===== config.mk =====
export PLATFORM = sky130hd
export DESIGN_NAME = tuf_control
export DESIGN_NICKNAME = d
export VERILOG_FILES = /design/src/rtl/tuf_pkg.sv /design/src/rtl/tuf_control.sv
export SDC_FILE = /design/constraint.sdc
export NUM_CORES = 1
export LEC_CHECK = 0
export ABC_AREA = 1
export ABC_CLOCK_PERIOD_IN_PS = 2650
export BUFFER_PORTS_ARGS = -buffer_cell sky130_fd_sc_hd__buf_2
export CAP_MARGIN = 20
export CORE_ASPECT_RATIO = 1.25
export CORE_MARGIN = 2
export CORE_UTILIZATION = 51
export CTS_CLUSTER_DIAMETER = 150
export DETAILED_ROUTE_END_ITERATION = 12
export GPL_ROUTABILITY_DRIVEN = 0
export PLACE_DENSITY_LB_ADDON = 0.2
export SETUP_SLACK_MARGIN = 0.4
export SYNTH_ARGS = -nofsm -noshare
export SYNTH_HDL_FRONTEND = slang
export SYNTH_SLANG_ARGS = --single-unit

===== constraint.sdc =====
create_clock -name clk_i -period 2.65 [get_ports clk_i]
set_input_delay 0.795 -clock clk_i [delete_from_list [all_inputs] [get_ports clk_i]]
set_output_delay 0.795 -clock clk_i [all_outputs]
set_load 0.05 [all_outputs]

===== src/rtl/tuf_pkg.sv =====
// ----------------------------------------------------------------------------
// tuf_pkg
// Types and constants of the timed union-find block.
// ----------------------------------------------------------------------------
package tuf_pkg;

  localparam int unsigned NodeW = 10;
  localparam int unsigned TimeW = 32;

  localparam logic KindUnite = 1'b0;
  localparam logic KindQuery = 1'b1;

  typedef struct packed {
    logic             kind;
    logic [NodeW-1:0] node_a;
    logic [NodeW-1:0] node_b;
    logic [TimeW-1:0] at_time;
  } in_word_t;

  typedef struct packed {
    logic answer;
    logic time_error;
  } out_word_t;

  // Datapath commands.
  typedef enum logic [3:0] {
    CmdNone,
    CmdClear,     // write the reset entry of the node at the clear address, advance
    CmdSetTime,   // last unite time := at_time
    CmdLoadA,     // cursor node := node_a, restart the step count
    CmdLoadB,     // cursor node := node_b, restart the step count
    CmdLoadRb,    // cursor node := rb
    CmdLoadLink,  // cursor node := node that gets the parent link
    CmdRdTop,     // read the top entry of the cursor node, open the search window
    CmdRdMid,     // read the entry in the middle of the search window
    CmdRdLo,      // read the entry at the low end of the search window
    CmdNarrow,    // halve the search window with the entry just read
    CmdStep,      // follow the parent just read unless the walk ends here
    CmdSaveRa,    // ra := cursor node, va := value just read
    CmdSaveRb,    // rb := cursor node, vb := value just read
    CmdWrRank,    // write the rank entry vb - 1 for the cursor node
    CmdWrLink     // write the parent link for the cursor node
  } cmd_e;

  typedef struct packed {
    cmd_e cmd;
  } ctl_t;

  typedef struct packed {
    logic clear_done;
    logic top_hit;      // top entry time <= t
    logic search_done;  // hi - lo <= 1
    logic walk_done;    // value is a root or the step limit is reached
    logic same_root;
    logic time_back;
    logic bad_node;
    logic va_eq_vb;
  } sts_t;

endpackage


===== src/rtl/tuf_control.sv =====
// ----------------------------------------------------------------------------
// tuf_control
// Sequencer for the root walks, the history search and the writes.
// ----------------------------------------------------------------------------
module tuf_control (
  input  logic                clk_i,
  input  logic                rst_ni,
  input  logic                in_valid_i,
  output logic                in_ready_o,
  input  tuf_pkg::in_word_t   in_word_i,
  output logic                out_valid_o,
  input  logic                out_ready_i,
  output tuf_pkg::out_word_t  out_word_o,
  output tuf_pkg::in_word_t   item_o,
  output tuf_pkg::ctl_t       ctl_o,
  input  tuf_pkg::sts_t       sts_i
);

  typedef enum logic [4:0] {
    StClear, StIdle, StStart, StSetTime, StLoad, StCnt, StTop, StTopChk,
    StSearch, StMidChk, StStep, StRoot, StDecide, StRankLoad, StRankCnt,
    StRankTop, StRankWr, StLinkLoad, StLinkCnt, StLinkTop, StLinkWr, StDone
  } state_e;

  state_e state_q;
  tuf_pkg::in_word_t item_q;
  tuf_pkg::out_word_t res_q;
  tuf_pkg::out_word_t out_q;
  logic out_valid_q;
  logic second_q;   // walking node_b
  logic load_out;

  assign in_ready_o  = state_q == StIdle;
  assign out_valid_o = out_valid_q;
  assign out_word_o  = out_q;
  assign item_o      = item_q;
  assign load_out    = (state_q == StDone) && (!out_valid_q || out_ready_i);

  always_comb begin
    ctl_o.cmd = tuf_pkg::CmdNone;
    unique case (state_q)
      StClear: ctl_o.cmd = tuf_pkg::CmdClear;
      StSetTime: ctl_o.cmd = tuf_pkg::CmdSetTime;
      StLoad: ctl_o.cmd = second_q ? tuf_pkg::CmdLoadB : tuf_pkg::CmdLoadA;
      StTop: ctl_o.cmd = tuf_pkg::CmdRdTop;
      StSearch: ctl_o.cmd = sts_i.search_done ? tuf_pkg::CmdRdLo : tuf_pkg::CmdRdMid;
      StMidChk: ctl_o.cmd = tuf_pkg::CmdNarrow;
      StStep: ctl_o.cmd = tuf_pkg::CmdStep;
      StRoot: ctl_o.cmd = second_q ? tuf_pkg::CmdSaveRb : tuf_pkg::CmdSaveRa;
      StRankLoad: ctl_o.cmd = tuf_pkg::CmdLoadRb;
      StRankTop: ctl_o.cmd = tuf_pkg::CmdRdTop;
      StRankWr: ctl_o.cmd = tuf_pkg::CmdWrRank;
      StLinkLoad: ctl_o.cmd = tuf_pkg::CmdLoadLink;
      StLinkTop: ctl_o.cmd = tuf_pkg::CmdRdTop;
      StLinkWr: ctl_o.cmd = tuf_pkg::CmdWrLink;
      default: ;
    endcase
  end

  always_ff @(posedge clk_i or negedge rst_ni) begin
    if (!rst_ni) begin
      state_q     <= StClear;
      item_q      <= '0;
      res_q       <= '0;
      out_q       <= '0;
      out_valid_q <= 1'b0;
      second_q    <= 1'b0;
    end else begin
      if (load_out) out_valid_q <= 1'b1;
      else if (out_ready_i) out_valid_q <= 1'b0;
      unique case (state_q)
        StClear: if (sts_i.clear_done) state_q <= StIdle;
        StIdle: if (in_valid_i) begin
          item_q   <= in_word_i;
          second_q <= 1'b0;
          res_q    <= '0;
          state_q  <= StStart;
        end
        StStart: begin
          if (sts_i.bad_node) state_q <= StDone;
          else if (item_q.kind == tuf_pkg::KindUnite) begin
            if (sts_i.time_back) begin
              res_q.time_error <= 1'b1;
              state_q <= StDone;
            end else state_q <= StSetTime;
          end else state_q <= StLoad;
        end
        StSetTime: state_q <= StLoad;
        StLoad: state_q <= StCnt;
        StCnt: state_q <= StTop;        // count settles in cnt_q
        StTop: state_q <= StTopChk;     // top entry read issued
        StTopChk: state_q <= sts_i.top_hit ? StStep : StSearch;
        StSearch: state_q <= sts_i.search_done ? StStep : StMidChk;
        StMidChk: state_q <= StSearch;
        StStep: state_q <= sts_i.walk_done ? StRoot : StCnt;
        StRoot: begin
          if (second_q) state_q <= StDecide;
          else begin
            second_q <= 1'b1;
            state_q  <= StLoad;
          end
        end
        StDecide: begin
          if (item_q.kind == tuf_pkg::KindQuery) begin
            res_q.answer <= sts_i.same_root;
            state_q <= StDone;
          end else if (sts_i.same_root) state_q <= StDone;
          else begin
            res_q.answer <= 1'b1;
            state_q <= sts_i.va_eq_vb ? StRankLoad : StLinkLoad;
          end
        end
        StRankLoad: state_q <= StRankCnt;
        StRankCnt: state_q <= StRankTop;
        StRankTop: state_q <= StRankWr;
        StRankWr: state_q <= StLinkLoad;
        StLinkLoad: state_q <= StLinkCnt;
        StLinkCnt: state_q <= StLinkTop;
        StLinkTop: state_q <= StLinkWr;
        StLinkWr: state_q <= StDone;
        StDone: if (load_out) begin
          out_q   <= res_q;
          state_q <= StIdle;
        end
        default: state_q <= StIdle;
      endcase
    end
  end

endmodule


After elaboration in Yosys (flattened, before gate mapping):

Index checks and enable logic that the tools add are counted.

* eq/ne operators: 28
* mux-type cells: 30
* reductions and logical operators: 15

Operators with widths (count)
* $pmux W5 S22: 1
* $pmux W4 S12: 1
* $mux W5: 9
* $eq A5 B4 Y1 const B: 8
* $eq A5 B5 Y1 const B: 6
* $eq A5 B3 Y1 const B: 4
* $ne A2 B2 Y1 const B: 6
* $eq A5 B2 Y1 const B: 2
* $mux W1: 10
* $mux W4: 2
* $reduce_bool A2 Y1: 4
* $mux W2: 3
* $pmux W1 S2: 3
* $reduce_and A2 Y1: 3
* $reduce_and A3 Y1: 2
* $eq A5 B1 Y1 const B: 1
* $logic_not A5 Y1: 1
* $reduce_and A5 Y1: 1
* $mux W3: 1
* $ne A3 B3 Y1 const B: 1
* $reduce_or A3 Y1: 1
* $logic_and A1 B1 Y1: 1
* $logic_not A1 Y1: 1
* $logic_or A1 B1 Y1: 1

* flip-flop bits (word level): 64
* bits of input ports: 65
* output and inout port bits: 61
* logic and storage cells: 84

Longest topological paths before layout:

* word-level depth: 5
* gate-level depth with buffers: 10
* gate-level depth less buffers: 10

Least setup slack after synthesis:

Ideal clock, no wire load.

* path kind: register to output
* start: reg state_q[0]
* end: out ctl_o[2] (netlist bit)
* arrival time: 1.669 ns
* required time: 1.855 ns
* path slack: 0.186 ns
* stages on the path, launching flop included: 4
* buffers on the path: 0
* cell sequence: dfrtp_1 nor2_2 nand3_1 o2111ai_1

RTL lines
* from (decl): line tuf_control.sv:25 `state_e state_q;`
* from (signal assigned): line tuf_control.sv:62 `state_q <= StClear;`
* from (signal assigned): line tuf_control.sv:72 `StClear: if (sts_i.clear_done) state_q <= StIdle;`
* from (signal assigned): line tuf_control.sv:77 `state_q <= StStart;`
* to (decl): line tuf_control.sv:15 `output tuf_pkg::ctl_t ctl_o,`

==> out/metrics.cfg <==
[logic_synthesis]
synth_ff_type = dfrtp_1
synthCells = 379
syn_nets = 444
synth-seq-cells = 64
synth_cell_types = 24
synthArstFlopShare_pct = 100
synth-edff-count = 0
synth-seq-area-share_pct = 54.0
syn_area_per_cell_um2 = 7.82
syn_area_mm2 = 0.00297
synth_warnings = 0

[timing]
hold_viol = 0
timing.final.crit_share_pct = 95.9
max_freq_ghz = 0.393
worst_slew_pin_slew_ps = 537
fin_hold_ws_ps = 444
final.setup.worst_slack_ps = 108
grt_setup_unrepaired = yes
setup_viol = 0
slew_violations = 0
min_period_ps = 2540
fin_tns_setup_ps = 0
clock_skew_ps = 8.92
maxSlewHeadroom_pct = 64.2

[critical_path]
critPathMaxFanout = 8
end_kind = output pin
cpPeakStageDelay_ps = 500
critical_path_class = reg2out
arrival_ps = 1750
slowest_stage = dfrtp_2
critPathTopFamily = flip-flops
r2r_start = state_q[2]
start_kind = register
required_ps = 1860
crit_path_cell_trace = nor2_4 -> nand2_2 -> o21ai_4 -> nor3_4 -> o2111ai_2 -> buf_6
cp.buffers_inverters = 1
critPathLaunch = state_q[2]

[layout]
fin_util_pct = 75.0
nNetsFinal = 594
antennaDiodeCount = 0
layout-drive-gt1-share_pct = 40.6
syn_to_final_growth_pct = 44.3
layout_commonest_cell = nand2_1
layout_common_cells = nand2_1 (179), buf_2 (120), dfrtp_1 (59), buf_4 (20), inv_1 (19)

[cts]
postCtsHoldBufs = 0
clockBufferDepth = 2
cts_tree = built
numCtsBuffers = 9
clkTransAtPathRegs_ps = 80
cts_sinks = 64
clk_latency_ps = 330
h-tree-depth = 3
clockRootBuffer = clkbuf_8

[detailed_routing]
detail-route-antenna-nets = 0
drc_errors = 0
dr.pass1.iters = 5
routed_wl_um = 8400
routed_via_density = 5.22
drt_iter0_drc = 286
routedWlPerCell_um = 14.0
dr_total_vias = 3129

[global_routing]
grt_pass1_wl_um = 12700
grt_start_max_net_pins = 65
grtUsageTotal_pct = 25.6
grt_overflow = 0
first_global_vias = 2762
antenna_found_initial = 0

[placed_design]
io_buffers = 125
dp_hpwl_um = 5200
pre_cts_ws_ps = 295

[floorplanning]
fp.dieW_um = 72.2
rows = 31
die_y_um = 89.3
die-area_mm2 = 0.00644
ios = 126
core_mm2 = 0.00570
start_util_pct = 52.0

[pwr]
power.density_mw_per_mm2 = 1520
p_leak_nw = 2.46
vdd.ir_drop.worst_mv = 0.857

[status]
status = complete, no violations

[worst_hold_path]
min_path_type = in2async

[job]
cap_viol_max_count = 0

-- routing by layer --
layer	GRT usage [%]	routed length, um
met3	5.98	577
met2	40.5	4100
met4	12.5	249
met5	0	0
met1	33.4	3480
-- worst register-to-register path: cells and delay by family (launching register included) --
kind                   cells  cell delay (ps)
and+or+nand+nor            6              730
DFF                        1              500
buffers and inverters      3              680
-- flip-flops by register name, indices dropped and copies added, names as in the netlist --
name         count
item_o          53
out_valid_o      1
out_word_o       2
res_q            2
second_q         1
state_q          5
-- stage by stage --
| stage | power, mW | area (um^2) | std cells |
|---|---|---|---|
| global route | 6.85 | 4280 | 600 |
| floorplan | 4.25 | 2970 | 379 |
| detailed placement | 5.00 | 3640 | 561 |
| finish | 6.49 | 4280 | 600 |
| CTS | 6.25 | 4100 | 589 |
| global placement | 4.95 | 3640 | 561 |
-- Yosys cell counts, types with 3 or more instances --
cell      instances  share of area (%)
a31oi_1           3               0.63
buf_6             5                1.9
clkbuf_1          5               0.63
dfrtp_1          64                 54
inv_1            23                2.9
nand2_1         190                 24
nand3_1          24                4.1
nand4_1           6                1.3
nor2_1           22                2.8
nor2_2            3               0.63
nor3_1            8                1.4
o21ai_0          10                1.7
-- what timing repair did --
action | CTS | global route
gates resized for setup | 47 | 20
endpoints found under the hold margin | 0 | 0
endpoints found under the setup margin | 5 | 5
setup buffers | 12 | 11
pin swaps | 9 | 12
-- where the power goes --
| part | total [mW] | switching (mW) | internal, mW |
|---|---|---|---|
| clock | 0.943 | 0.385 | 0.558 |
| combinational | 3.84 | 2.78 | 1.06 |
| sequential | 1.71 | 0.282 | 1.42 |
-- final cells by class --
cell class / instances / area [um^2]
sequential: 64 / 1610
fill: 424 / 1420
multi-input combinational: 278 / 1370
timing repair buffer: 151 / 895
clock buffer: 10 / 138
inverter: 25 / 98.8
clock inverter: 6 / 90.1
tap: 66 / 82.6
-- cells by family (layout without fill, tap and decap cells) --
group | count (synthesis) | in the layout | share of synthesized area, %
AND/OR/NAND/NOR | 258 | 258 | 35.8
flip-flops | 64 | 64 | 54.0
buffers and inverters | 37 | 192 | 6.03
AO/OA/AOI/OAI | 19 | 19 | 3.76
multiplexers | 1 | 1 | 0.380
-- path summary, 6_finish.rpt --
| check | endpoint | cells past startpoint | slack, ps |
|---|---|---|---|
| max | ctl_o[2] | 6 | 110 |
| min | item_o[19] | 2 | 440 |
| max reg2reg | item_o[13] | 9 | 690 |
| min reg2reg | item_o[3] | 2 | 470 |
| max in group asynchronous | state_q[3] | 2 | 1880 |
| min in group clk_i | item_o[3] | 2 | 470 |
(Power assumes the default switching activity.)
